`src/design/smvm_pkg.sv`:
```
// Shared types and constants of the sparse matrix-vector multiply unit.
package smvm_pkg;

  localparam int unsigned KIND_W = 2;
  localparam int unsigned INDEX_W = 10;
  localparam int unsigned VALUE_W = 32;
  localparam int unsigned ROW_W = 16;
  localparam int unsigned LEN_W = 11;
  localparam int unsigned TAG_W = 8;
  localparam int unsigned QUEUE_DEPTH = 4;
  localparam int unsigned VEC_LEN_DEFAULT = 1024;

  localparam logic [LEN_W-1:0] LEN_RESET = 11'd1024;

  localparam logic [KIND_W-1:0] KIND_LOAD = 2'd0;
  localparam logic [KIND_W-1:0] KIND_NONZERO = 2'd1;
  localparam logic [KIND_W-1:0] KIND_CLEAR = 2'd2;
  localparam logic [KIND_W-1:0] KIND_UNUSED = 2'd3;

  typedef enum logic [1:0] {
    OP_LOAD,
    OP_NONZERO,
    OP_CLEAR
  } op_t;

  typedef struct packed {
    op_t                op;
    logic [INDEX_W-1:0] index;
    logic               in_range;
    logic [VALUE_W-1:0] value;
    logic [ROW_W-1:0]   row;
    logic               row_end;
  } q_entry_t;

  typedef struct packed {
    logic     push;
    q_entry_t entry;
  } q_push_t;

  typedef struct packed {
    logic empty;
    logic full;
  } q_status_t;

endpackage

```
`src/design/smvm_queue.sv`:
```
// Short queue of classified items between the front and back ends.
module smvm_queue (
  input  logic                clk,
  input  logic                rst_n,
  input  smvm_pkg::q_push_t   q_push,
  input  logic                pop,
  output smvm_pkg::q_entry_t  head,
  output smvm_pkg::q_status_t q_status
);
  import smvm_pkg::*;

  localparam int unsigned PTR_W = $clog2(QUEUE_DEPTH);
  localparam int unsigned CNT_W = $clog2(QUEUE_DEPTH + 1);
  localparam logic [PTR_W-1:0] PTR_LAST = PTR_W'(QUEUE_DEPTH - 1);

  q_entry_t         entries_r [QUEUE_DEPTH];
  logic [PTR_W-1:0] wr_ptr_r;
  logic [PTR_W-1:0] rd_ptr_r;
  logic [CNT_W-1:0] count_r;
  logic [PTR_W-1:0] wr_ptr_nxt;
  logic [PTR_W-1:0] rd_ptr_nxt;
  logic [CNT_W-1:0] count_nxt;

  always_comb begin
    wr_ptr_nxt = wr_ptr_r;
    rd_ptr_nxt = rd_ptr_r;
    count_nxt = count_r;
    if (q_push.push) begin
      wr_ptr_nxt = (wr_ptr_r == PTR_LAST) ? '0 : wr_ptr_r + 1'b1;
    end
    if (pop) begin
      rd_ptr_nxt = (rd_ptr_r == PTR_LAST) ? '0 : rd_ptr_r + 1'b1;
    end
    if (q_push.push && !pop) begin
      count_nxt = count_r + 1'b1;
    end else if (pop && !q_push.push) begin
      count_nxt = count_r - 1'b1;
    end
  end

  always_ff @(posedge clk) begin
    if (!rst_n) begin
      wr_ptr_r <= '0;
      rd_ptr_r <= '0;
      count_r <= '0;
    end else begin
      wr_ptr_r <= wr_ptr_nxt;
      rd_ptr_r <= rd_ptr_nxt;
      count_r <= count_nxt;
    end
  end

  always_ff @(posedge clk) begin
    if (q_push.push) begin
      entries_r[wr_ptr_r] <= q_push.entry;
    end
  end

  assign head = entries_r[rd_ptr_r];
  assign q_status.empty = (count_r == '0);
  assign q_status.full = (count_r == CNT_W'(QUEUE_DEPTH));

`ifndef SYNTH
  a_no_pop_when_empty: assert property (@(posedge clk) disable iff (!rst_n)
    (count_r == '0) |-> !pop)
    else $error("pop from empty queue");
`endif

endmodule

```
`config.mk`:
```
export PLATFORM = sky130hd
export DESIGN_NAME = smvm_queue
export DESIGN_NICKNAME = d
export VERILOG_FILES = /design/src/design/smvm_pkg.sv /design/src/design/smvm_queue.sv
export SDC_FILE = /design/constraint.sdc
export NUM_CORES = 1
export LEC_CHECK = 0
export BUFFER_PORTS_ARGS = -buffer_cell sky130_fd_sc_hd__buf_2
export CAP_MARGIN = 15
export CORE_AREA = 5 5 154 192
export CTS_CLUSTER_DIAMETER = 120
export DETAILED_ROUTE_END_ITERATION = 8
export DIE_AREA = 0 0 159 197
export HOLD_SLACK_MARGIN = 0.05
export PLACE_DENSITY = 0.59
export SKIP_CTS_REPAIR_TIMING = 1
export SLEW_MARGIN = 20
export SYNTH_ARGS = -nofsm -noshare
export SYNTH_HDL_FRONTEND = slang
export SYNTH_SLANG_ARGS = --single-unit
```
`constraint.sdc`:
```
create_clock -name clk -period 3.65 [get_ports clk]
set_clock_uncertainty 0.1 [all_clocks]
set_input_delay 0.1825 -clock clk [delete_from_list [all_inputs] [get_ports clk]]
set_output_delay 0.1825 -clock clk [all_outputs]
set_load 0.005 [all_outputs]
```
Yosys cells after proc, flatten, opt, wreduce, memory -nomap -nowiden. Memories as Yosys holds them, arrays and structs flattened. A register that Yosys moved wholly into a read port is not among the register bits. Cells that the tools add are included.

RAM bits: 248. Register bits: 7. Word-level logic and storage cells: 25. Memories: 1. Input port bits: 66. Output and inout port bits: 64.

Memories: entries_r (depth 4, bits a word 62, rd ports 1, clocked after Yosys merged registers in 1, wr ports 1, RTL line smvm_queue.sv:16) `q_entry_t entries_r [QUEUE_DEPTH];`.

Eq/ne operators: 3. Multiplexer cells: 8. Reduce and logical (&&, ||, !) cells: 6. Add/subtract/negate cells: 4.

Operators with widths (count): 2-bit 2-to-1 mux (4); 3-bit 2-to-1 mux (2); 2-bit by 1-bit adder with 2-bit output (second input constant) (2); 2-bit equality test (second input constant) (2); 3-bit by 1-bit adder with 3-bit output (second input constant) (1); 3-bit equality test (second input constant) (1); 3-bit logical NOT (1); 3-bit by 1-bit subtractor with 3-bit output (second input constant) (1); 1-bit logical AND (2); 1-bit logical NOT (2); 1-bit 2-to-1 mux (2); 2-bit nonzero test (1).

Longest topological paths before layout.
Depth after elaboration: 4. Depth in mapped cells: 7. Gate-level depth less buffers: 7.

Least setup slack after synthesis. OpenSTA, ideal clock, no wires.

Kind: register to register. Start: register wr_ptr_r[0]. End: memory entries_r[3][0] (netlist bit), enable pin. Stages on the path, launching flop included: 3. Clock period less this slack: 2.536 ns. Setup time: 0.426 ns. Data required time: 3.124 ns. Arrival time: 2.009 ns. Buffers on the path: 0. Slack: 1.114 ns. Cell sequence: dfxtp_1 ha_1 and2_1.

RTL lines: start: declaration (RTL line smvm_queue.sv:17) `logic [PTR_W-1:0] wr_ptr_r;`; start signal: assignment (RTL line smvm_queue.sv:47) `wr_ptr_r <= wr_ptr_nxt;`; end: declaration (RTL line smvm_queue.sv:16).

Straight into the memory's write port.

==> results.md <==
- Port Buffers: ~130
- Max Cap Viol: 0
- Grt ovf: 0
- Worst-Margin Slew: about 1100 ps
- Layout cells sized above 1: around two fifths
- Initial Util: between 30% and 40%
- Clock sink count: ~260
- Synth-to-Final Area Change: 24.87%
- Die height: between 150 and 200 um
- Yosys warnings: 0
- Total Wirelength: about 18000 um
- Leakage: between 3 and 4 nW
- TritonCTS Buffers: 25
- Clock-pin slew on the worst setup and hold paths: approximately 60 ps
- Setup TNS: 0 ps
- CP Max Fanout: 22
- Worst min path class: in -> reg
- Syn_area_per_cell: between 20 and 30 um^2
- IO Pins: 130
- Crit start category: register
- Routed WL per cell: ~19 um
- DIE WIDTH: around 160 um
- Outcome: complete, no violations
- Synth Flop Type: edfxtp_1
- CP required: about 3400 ps
- Maximum buffer depth of the clock tree: 3
- Synth area leader: edfxtp_1
- Post-Place Cell Area: ~0.010 mm^2
- Hold path depth: 2
- Power per cell area: about 530 mW/mm^2
- FMAX: around 0.37 GHz
- Final hold vios: 0
- Via count: roughly 4500
- Initial antenna violation count: 0
- Via density: 4.729
- Slowest Stage Delay on Critical Path: 630 ps
- Largest net degree at the start of global routing: 63
- Die ar.: between 0.03 and 0.04 mm^2
- Fin nets: between 600 and 700
- Synth unique cells: 23
- First-pass DRT Iterations: 4
- DRC Markers: 0
- Vias in the first global route: about 4800
- Root buf cell: clkbuf_16
- Setup repair after global routing missed its margin: no
- CP arrival: 2400 ps
- Top area cells in the synthesized netlist: edfxtp_1 79%, mux4_2 14%, dfxtp_1 1.9%
- H-Tree Depth: 1
- Synth Net Count: between 400 and 500
- TritonCTS clock tree: yes
- N_diodes: 0
- Async S/R FF share, synth: 0%
- Critical Path, Cell by Cell: buf_4, mux4_2, buf_2
- HPWL Detailed: 10220 um
- Antenna viol nets, final: 0
- Most frequent cells in the layout: 248 x edfxtp_1, 129 x buf_2, 66 x dlygate4sd3_1
- Cells after Synth: approximately 370
- GPL Wtd Cong: roughly 0.68
- Final instance area: approximately 0.012 mm^2
- Synthesized cell area: 0.009474 mm^2
- EDFF count, synth: 248
- Register area share after synthesis: around four fifths
- Relative slew slack: 27.65%
- Reg-to-reg startpoint: wr_ptr_r[0]$_SDFFE_PN0P_
- Iter 0 DRT Violations: 207
- Fin crit share: around 73%
- First-pass GRT wire length: between 20000 and 30000 um
- Class of the most critical setup path: reg -> out
- R2R depth: 3
- Commonest non-fill, non-tap cell in the layout: edfxtp_1
- Synth top area share: about four fifths
- Worst path slowest cell: dfxtp_4
- Final Setup Violations: 0
- Hold Crit Start: q_push[26]
- Worst-skew pair later-pin latency: approximately 520 ps
- Flops & latches, synth: 257
- Final Max Tran Viols: 0
- Aggregate global-route resource usage: roughly 11%
- Row cnt: slightly below 70
- Peak VDD IR: about 0.36 mV
- Tmin final: approximately 2700 ps
- Core ar.: around 0.027 mm^2
- Element type at the critical path end: output pin
-- layout make-up --
class                           count  area (um^2)
Timing Repair Buffer              198         1329
Tap cell                          350        437.9
Sequential cell                   257         7635
Fill cell                        2364        15650
Clock inverter                     13        92.59
Multi-Input combinational cell     93         1677
Inverter                            4        15.01
Clock buffer                       30        644.4
-- layer usage --
layer  global-route usage, %  wire (um)  share of wire, %
met1                   13.70       7410                40
met2                   19.92       9559                52
met3                   3.284        986               5.4
met4                   2.655        351               1.9
met5                       0          0                 0
-- path summary, 6_finish.rpt --
path | slack, ps | to
max | 970 | head[45]
min | 310 | entries_r[1][26]$_DFFE_PP_
max reg2reg | 1630 | entries_r[0][49]$_DFFE_PP_
min reg2reg | 420 | count_r[2]$_SDFFE_PN0P_
-- cells in the mapped netlist (2+ instances only) --
master / number
edfxtp_1: 248
nor2b_1: 5
mux4_1: 2
mux2i_1: 4
dfxtp_1: 9
buf_12: 6
nor3_1: 2
mux4_2: 60
and2_1: 5
buf_2: 6
inv_1: 4
ha_1: 6
-- state kept, by name (all words and copies together) (netlist names), named ones only --
signal	flops
rd_ptr_r	2
wr_ptr_r	2
count_r	3
entries_r	248
-- power breakdown --
part / leakage, nW / switching (W) / internal, W / total (W)
combinational: 1.29 / 0.000244 / 0.000290 / 0.000533
sequential: 2.35 / 0.0000658 / 0.00338 / 0.00345
clock: 0.356 / 0.00102 / 0.00132 / 0.00234
-- critical path: cells and delay by family, from the launching register on --
family	cells	cell delay [ps]
buffers and inverters	2	630
DFF	1	630
muxes	1	570
-- cells by family (layout without fill, tap and decap cells) --
group,Yosys count,count (layout),share of synthesized area (%)
buf+inv,18,245,1.902
mux,66,66,15.24
simple gates,15,15,0.9509
compound gates,3,3,0.2113
xor+xnor,2,2,0.1849
fa+ha+maj,7,7,1.004
flops,257,257,80.51
-- per-stage QoR --
stage          setup WS (ps)  util, %  std cells  power [W]  hold WS [ps]
4_1_cts                847.7    40.64        879   0.006376        -258.5
3_5_place_dp            1425    37.96        836   0.004005         298.8
5_1_grt                774.1    43.05        945   0.006607         305.7
2_1_floorplan           1114        -        368   0.003772         181.4
3_3_place_gp            1431    37.96        836   0.003982         291.8
6_report               969.4    43.05        945   0.006322         312.1
(Power assumes the default switching activity.)
