File: src/design/smvm_pkg.sv
// Shared types and constants of the sparse matrix-vector multiply unit.
package smvm_pkg;

  localparam int unsigned KIND_W = 2;
  localparam int unsigned INDEX_W = 10;
  localparam int unsigned VALUE_W = 32;
  localparam int unsigned ROW_W = 16;
  localparam int unsigned LEN_W = 11;
  localparam int unsigned TAG_W = 8;
  localparam int unsigned QUEUE_DEPTH = 4;
  localparam int unsigned VEC_LEN_DEFAULT = 1024;

  localparam logic [LEN_W-1:0] LEN_RESET = 11'd1024;

  localparam logic [KIND_W-1:0] KIND_LOAD = 2'd0;
  localparam logic [KIND_W-1:0] KIND_NONZERO = 2'd1;
  localparam logic [KIND_W-1:0] KIND_CLEAR = 2'd2;
  localparam logic [KIND_W-1:0] KIND_UNUSED = 2'd3;

  typedef enum logic [1:0] {
    OP_LOAD,
    OP_NONZERO,
    OP_CLEAR
  } op_t;

  typedef struct packed {
    op_t                op;
    logic [INDEX_W-1:0] index;
    logic               in_range;
    logic [VALUE_W-1:0] value;
    logic [ROW_W-1:0]   row;
    logic               row_end;
  } q_entry_t;

  typedef struct packed {
    logic     push;
    q_entry_t entry;
  } q_push_t;

  typedef struct packed {
    logic empty;
    logic full;
  } q_status_t;

endpackage

File: src/design/smvm_in_if.sv
// Input channel interface carrying load, nonzero and clear transactions.
interface smvm_in_if;
  logic                                valid;
  logic                                ready;
  logic [smvm_pkg::KIND_W-1:0]         kind;
  logic [smvm_pkg::INDEX_W-1:0]        index;
  logic signed [smvm_pkg::VALUE_W-1:0] value;
  logic [smvm_pkg::ROW_W-1:0]          row_number;
  logic                                row_end;

  modport source (output valid, kind, index, value, row_number, row_end, input ready);
  modport sink (input valid, kind, index, value, row_number, row_end, output ready);
endinterface

File: src/design/smvm_front.sv
// Front end: accepts input transactions, holds the length register and classifies items.
module smvm_front #(
  parameter int unsigned VEC_LEN = smvm_pkg::VEC_LEN_DEFAULT
) (
  input  logic                       clk,
  input  logic                       rst_n,
  smvm_in_if.sink                    in_ch,
  input  logic                       cfg_we,
  input  logic [smvm_pkg::LEN_W-1:0] cfg_wdata,
  input  smvm_pkg::q_status_t        q_status,
  output smvm_pkg::q_push_t          q_push
);
  import smvm_pkg::*;

  logic [LEN_W-1:0] active_length_r;
  logic             accept;
  logic             in_store;
  logic             below_len;

  always_ff @(posedge clk) begin
    if (!rst_n) begin
      active_length_r <= LEN_RESET;
    end else if (cfg_we) begin
      active_length_r <= cfg_wdata;
    end
  end

  assign in_ch.ready = !q_status.full;
  assign accept = in_ch.valid && in_ch.ready;
  assign in_store = 32'(in_ch.index) < 32'(VEC_LEN);
  assign below_len = LEN_W'(in_ch.index) < active_length_r;

  always_comb begin
    q_push.push = 1'b0;
    q_push.entry.op = OP_NONZERO;
    q_push.entry.index = in_ch.index;
    q_push.entry.in_range = in_store && below_len;
    q_push.entry.value = in_ch.value;
    q_push.entry.row = in_ch.row_number;
    q_push.entry.row_end = in_ch.row_end;
    unique case (in_ch.kind)
      KIND_LOAD: begin
        q_push.entry.op = OP_LOAD;
        q_push.push = accept && in_store;
      end
      KIND_NONZERO: begin
        q_push.entry.op = OP_NONZERO;
        q_push.push = accept;
      end
      KIND_CLEAR: begin
        q_push.entry.op = OP_CLEAR;
        q_push.push = accept;
      end
      default: begin
        q_push.push = 1'b0;
      end
    endcase
  end

`ifndef SYNTH
  a_unused_kind_dropped: assert property (@(posedge clk) disable iff (!rst_n)
    (in_ch.kind == KIND_UNUSED) |-> !q_push.push)
    else $error("unused kind was queued");
  a_no_push_when_full: assert property (@(posedge clk) disable iff (!rst_n)
    q_status.full |-> !q_push.push)
    else $error("push while queue full");
`endif

endmodule

File: src/flat_wrapper.sv
// flat-port wrapper written by rule: the top's interface ports become plain ports
module smvm_front_flat import smvm_pkg::*;
#(
  parameter int unsigned VEC_LEN = smvm_pkg::VEC_LEN_DEFAULT
)
  (clk, rst_n, cfg_we, cfg_wdata, q_status, q_push, in_ch_valid, in_ch_kind, in_ch_index, in_ch_value, in_ch_row_number, in_ch_row_end, in_ch_ready);
  smvm_in_if in_ch_i ();
  input  logic clk;
  input  logic rst_n;
  input  logic cfg_we;
  input  logic [smvm_pkg::LEN_W-1:0] cfg_wdata;
  input  smvm_pkg::q_status_t q_status;
  output smvm_pkg::q_push_t q_push;
  input wire logic [$bits(in_ch_i.valid)-1:0] in_ch_valid;
  input wire logic [$bits(in_ch_i.kind)-1:0] in_ch_kind;
  input wire logic [$bits(in_ch_i.index)-1:0] in_ch_index;
  input wire logic [$bits(in_ch_i.value)-1:0] in_ch_value;
  input wire logic [$bits(in_ch_i.row_number)-1:0] in_ch_row_number;
  input wire logic [$bits(in_ch_i.row_end)-1:0] in_ch_row_end;
  output wire logic [$bits(in_ch_i.ready)-1:0] in_ch_ready;
  assign in_ch_i.valid = in_ch_valid;
  assign in_ch_i.kind = in_ch_kind;
  assign in_ch_i.index = in_ch_index;
  assign in_ch_i.value = in_ch_value;
  assign in_ch_i.row_number = in_ch_row_number;
  assign in_ch_i.row_end = in_ch_row_end;
  assign in_ch_ready = in_ch_i.ready;
  smvm_front #(.VEC_LEN(VEC_LEN)) u_core (.clk(clk), .rst_n(rst_n), .in_ch(in_ch_i), .cfg_we(cfg_we), .cfg_wdata(cfg_wdata), .q_status(q_status), .q_push(q_push));
endmodule
File: config.mk
export PLATFORM = sky130hd
export DESIGN_NAME = smvm_front_flat
export DESIGN_NICKNAME = d
export VERILOG_FILES = /design/src/design/smvm_pkg.sv /design/src/design/smvm_in_if.sv /design/src/design/smvm_front.sv /design/src/flat_wrapper.sv
export SDC_FILE = /design/constraint.sdc
export NUM_CORES = 1
export LEC_CHECK = 0
export ABC_AREA = 1
export CAP_MARGIN = 20
export CORE_MARGIN = 2
export CORE_UTILIZATION = 38
export DETAILED_ROUTE_END_ITERATION = 8
export DONT_BUFFER_PORTS = 1
export SYNTH_ARGS = -nofsm -noshare
export SYNTH_HDL_FRONTEND = slang
export SYNTH_SLANG_ARGS = --single-unit
File: constraint.sdc
create_clock -name clk -period 1.61 [get_ports clk]
set_clock_uncertainty 0.2 [all_clocks]
set_input_delay 0.161 -clock clk [delete_from_list [all_inputs] [get_ports clk]]
set_output_delay 0.161 -clock clk [all_outputs]
set_load 0.02 [all_outputs]
== Word level (Yosys, flattened, before mapping) ==
Index checks and enable logic that the tools add are counted.

* Bits in registers: 11
* Bits of input ports: 78
* Output and inout bits: 64

* Magnitude comparators: 1
* Equal/unequal tests: 2
* Multiplexer cells: 2
* Reductions and logical operators: 4

{| class="wikitable"
|+ Operator list
! operator !! number
|-
| $lt A10 B11 Y1 || 1
|-
| $pmux W2 S2 || 1
|-
| $reduce_or A3 Y1 || 1
|-
| $eq A2 B1 Y1 const B || 1
|-
| $eq A2 B2 Y1 const B || 1
|-
| $logic_not A2 Y1 || 1
|-
| $logic_and A1 B1 Y1 || 1
|-
| $logic_not A1 Y1 || 1
|-
| $mux W1 || 1
|}

== Longest topological paths before layout ==
* Depth in word-level cells: 3
* Mapped depth: 10
* Gate-level depth less buffers: 9

== Worst setup path before layout ==
Ideal clock, no wire load.

* Path type: flip-flop to output port
* Start: reg u_core.active_length_r[2]
* End: out q_push[49] (netlist bit)
* Data arrival time: 1.120 ns
* Required time: 1.249 ns
* Path slack: 0.129 ns
* Cell stages (with the launch flop): 8
* Path buffers: 1
* Path through: dfxtp_1 inv_1 ha_1 a21o_1 nor2_1 nor2_1 nor2_1 buf_4

* Cells in the longest elaborated chain, start to end: 1

{| class="wikitable"
|+ RTL lines
! what !! line !! text
|-
| from (decl) || smvm_front.sv:15 || <nowiki>logic [LEN_W-1:0] active_length_r;</nowiki>
|-
| from (signal assigned) || smvm_front.sv:24 || <nowiki>active_length_r <= cfg_wdata;</nowiki>
|-
| $lt A10 B11 Y1 || smvm_front.sv:31 || <nowiki>assign below_len = LEN_W'(in_ch.index) < active_length_r;</nowiki>
|-
| to (decl) || flat_wrapper.sv:13 || <nowiki>output smvm_pkg::q_push_t q_push;</nowiki>
|}

No other way between the ends.

==> results by group <==
Status
  – Status: complete, but fails checks
  – Failing checks: negative setup slack

STA
  – RSZ-0062 raised after global routing: yes
  – Final Slew Violations: 0
  – Final cycle utilization of the critical path: 1.10
  – Relative max-transition margin: 0.751
  – Setup WS post-layout: -159 ps
  – Fmax: 565 MHz
  – Fin Setup TNS: -159 ps
  – Final setup viols: 1
  – Hold Vio Cnt, Final: 0
  – Hold_ws: 122 ps
  – Crit path time final: 1770 ps
  – Worst Max-Slew Pin Slew: 373 ps

CTS
  – # clock sinks: 11
  – CTS H-Tree Depth: 1
  – CTS tree: done
  – Clock Latency Late Sink: 260 ps
  – CTS buffer count: 3
  – CTS Root Cell: clkbuf_4
  – Worst-path clk slew: 70 ps
  – Clock Path Buffers: 2

Place
  – Area after DPL: 684 um2
  – Port Buf Inserts: 0
  – Pre-CTS WS: 18.9 ps
  – GPL Wtd Cong: 0.698
  – Placed wire-length estimate: 1.89 mm

Cells and area
  – Regs by FF count: u_core.active_length_r (11)
  – Multi-input logic area: 474 um2
  – Register Area: 229 um2
  – Max FFs per register: 11
  – Fillers: 299
  – Register with the most flip-flops: u_core.active_length_r
  – Layout area overhead: -8.86%
  – Antenna Cells: 0
  – Share of layout cells above drive strength 1: 0.345
  – Fin area: 0.00100 mm2
  – Final core utilization: 0.364
  – Post-layout nets: 198

Worst setup path
  – Slowest cell on crit path: dfxtp_2
  – Worst Path Required: 1250 ps
  – CP Buf/Inv Count: 2
  – WS Path Type: flop to output port
  – Slowest stage delay, CP: 320 ps
  – Family with the most delay on the worst path: simple AND/OR/NAND/NOR gates
  – CP Max Fanout: 2
  – Worst path cell trace: inv_2 > ha_4 > nand2_2 > nor2_4 > nand2_1 > nor2_1 > nor2_1 > buf_4
  – Critical Path End Type: output port
  – Top cell by count, worst path: nor2_1
  – Crit path DAT: 1410 ps
  – Critical Path Start Type: flop

Floorplan
  – Die Area: 0.00334 mm2
  – Io pins: 142
  – CORE AREA: 0.00276 mm2
  – Die width: 57.8 um
  – Die height: 57.8 um
  – Initial core utilization: 0.399
  – Num rows: 19

Pwr
  – Sw Ratio: 0.281
  – Max IR drop VDD: 0.000304 V
  – Cell internal pwr: 0.489 mW
  – Clk network pwr share: 0.268
  – Logic pwr share: 0.289
  – Flop pwr share: 0.443
  – Leak: 0.433 nW
  – Pwr per Cell Area: 678 mW/mm2
  – Switching Power: 0.191 mW

Detailed routing
  – Antenna viol nets, final: 0
  – Wire per inst: 17.0 um
  – Pre-antenna DRT Iters: 4
  – DRC viols: 0
  – DRT iter0 DRCs: 13
  – Final WL: 2.40 mm
  – Vias/cell: 5.04
  – Routed via count: 710

Synthesis
  – Yosys reg bits: 11
  – Area leader, netlist: buf_4
  – Yosys top cell area share: 0.409
  – Syn Inst Count: 152
  – Dominant cells by area after synthesis: buf_4 41%, dfxtp_1 20%, ha_1 10%
  – YS warnings: 0
  – Unique masters post-synth: 15
  – Sequential fraction of the synthesis area: 0.200
  – Syn_area_per_cell: 7.24 um2
  – Post-Syn Area: 0.00110 mm2
  – Syn Nets: 239

Min path
  – Min-Delay Path Class: input pin to output port

Global route
  – Initial antenna violation count: 0
  – First-pass GRT wire length: 3.56 mm
  – Number of global-route vias before repair: 772
  – Gr usage total: 0.143
  – Global route total overflow: 0
  – Pin count of the biggest net entering global routing: 20

Run
  – MaxCap Viol Count: 0
[per-layer routing]
layer	vias up	track usage	part of all wire
met5	-	0	0
met4	0	0.0831	0.019
met1	301	0.104	0.26
met2	70	0.276	0.55
met3	8	0.0848	0.17
li1	331	-	-
[through the flow]
step	total power [mW]	cells
2_1_floorplan	0.616	152
3_3_place_gp	0.411	122
3_5_place_dp	0.417	122
4_1_cts	0.670	141
5_1_grt	0.729	141
6_report	0.680	141
[cells by family (layout without fill, tap and decap cells)]
group,after synthesis,after routing,synth area share
simple gates,26,26,0.0886
fa+ha+maj,9,9,0.102
flops,11,11,0.200
compound gates,25,25,0.120
buf+inv,81,39,0.489
[cells in the final DEF, fill, tap and decap left out]
cell type	n
clkbuf_1	1
a21o_1	1
nor2_4	1
inv_2	8
o21ai_0	10
nand2_1	13
dfxtp_1	4
dfxtp_2	7
dlymetal6s4s_1	1
nand2_4	1
inv_1	9
a21oi_2	1
nor2_1	6
inv_4	1
nand2_2	3
clkbuf_4	3
nor2_2	2
a21boi_1	1
ha_4	8
o211ai_1	1
a21oi_1	11
dlygate4sd3_1	13
buf_4	3
ha_1	1
[path summary, 6_finish.rpt]
check | startpoint | endpoint | slack (ps) | cells after the start
setup / recovery | u_core.active_length_r[7] | q_push[49] | -160 | 8
hold reg to reg | u_core.active_length_r[6] | u_core.active_length_r[6] | 280 | 2
setup reg to reg | u_core.active_length_r[8] | u_core.active_length_r[8] | 730 | 3
hold / removal | in_ch_row_number[13] | q_push[14] | 120 | 0
[cells in the mapped netlist, drive strengths merged]
cell type,instances
buf,62
inv,18
nand2,17
a21oi,12
dfxtp,11
o21ai,10
ha,9
nor2,9
a21boi,1
a21o,1
clkbuf,1
o211ai,1
[power groups by stage]
stage	registers (mW)	logic [mW]	clock network [mW]
after floorplan	0.301	0.315	0
after detailed placement	0.302	0.115	0
final	0.301	0.196	0.182
after CTS	0.300	0.180	0.189
after global placement	0.302	0.108	0
after global routing	0.304	0.223	0.202
[final cells by class]
type | count | area share
Clock buffer | 4 | 0.0262
Timing Repair Buffer | 17 | 0.165
Multi-Input combinational cell | 60 | 0.473
Inverter | 18 | 0.0698
Sequential cell | 11 | 0.228
Tap cell | 31 | 0.0387
[what timing repair did]
action                                  CTS  global route
endpoints found under the setup margin    1             2
resized for setup                        25            11
pin swaps                                12             5
buffers inserted                          1             0
hold buffers                             14             0
endpoints found under the hold margin    11             0
Power figures use the tool's default switching activity.
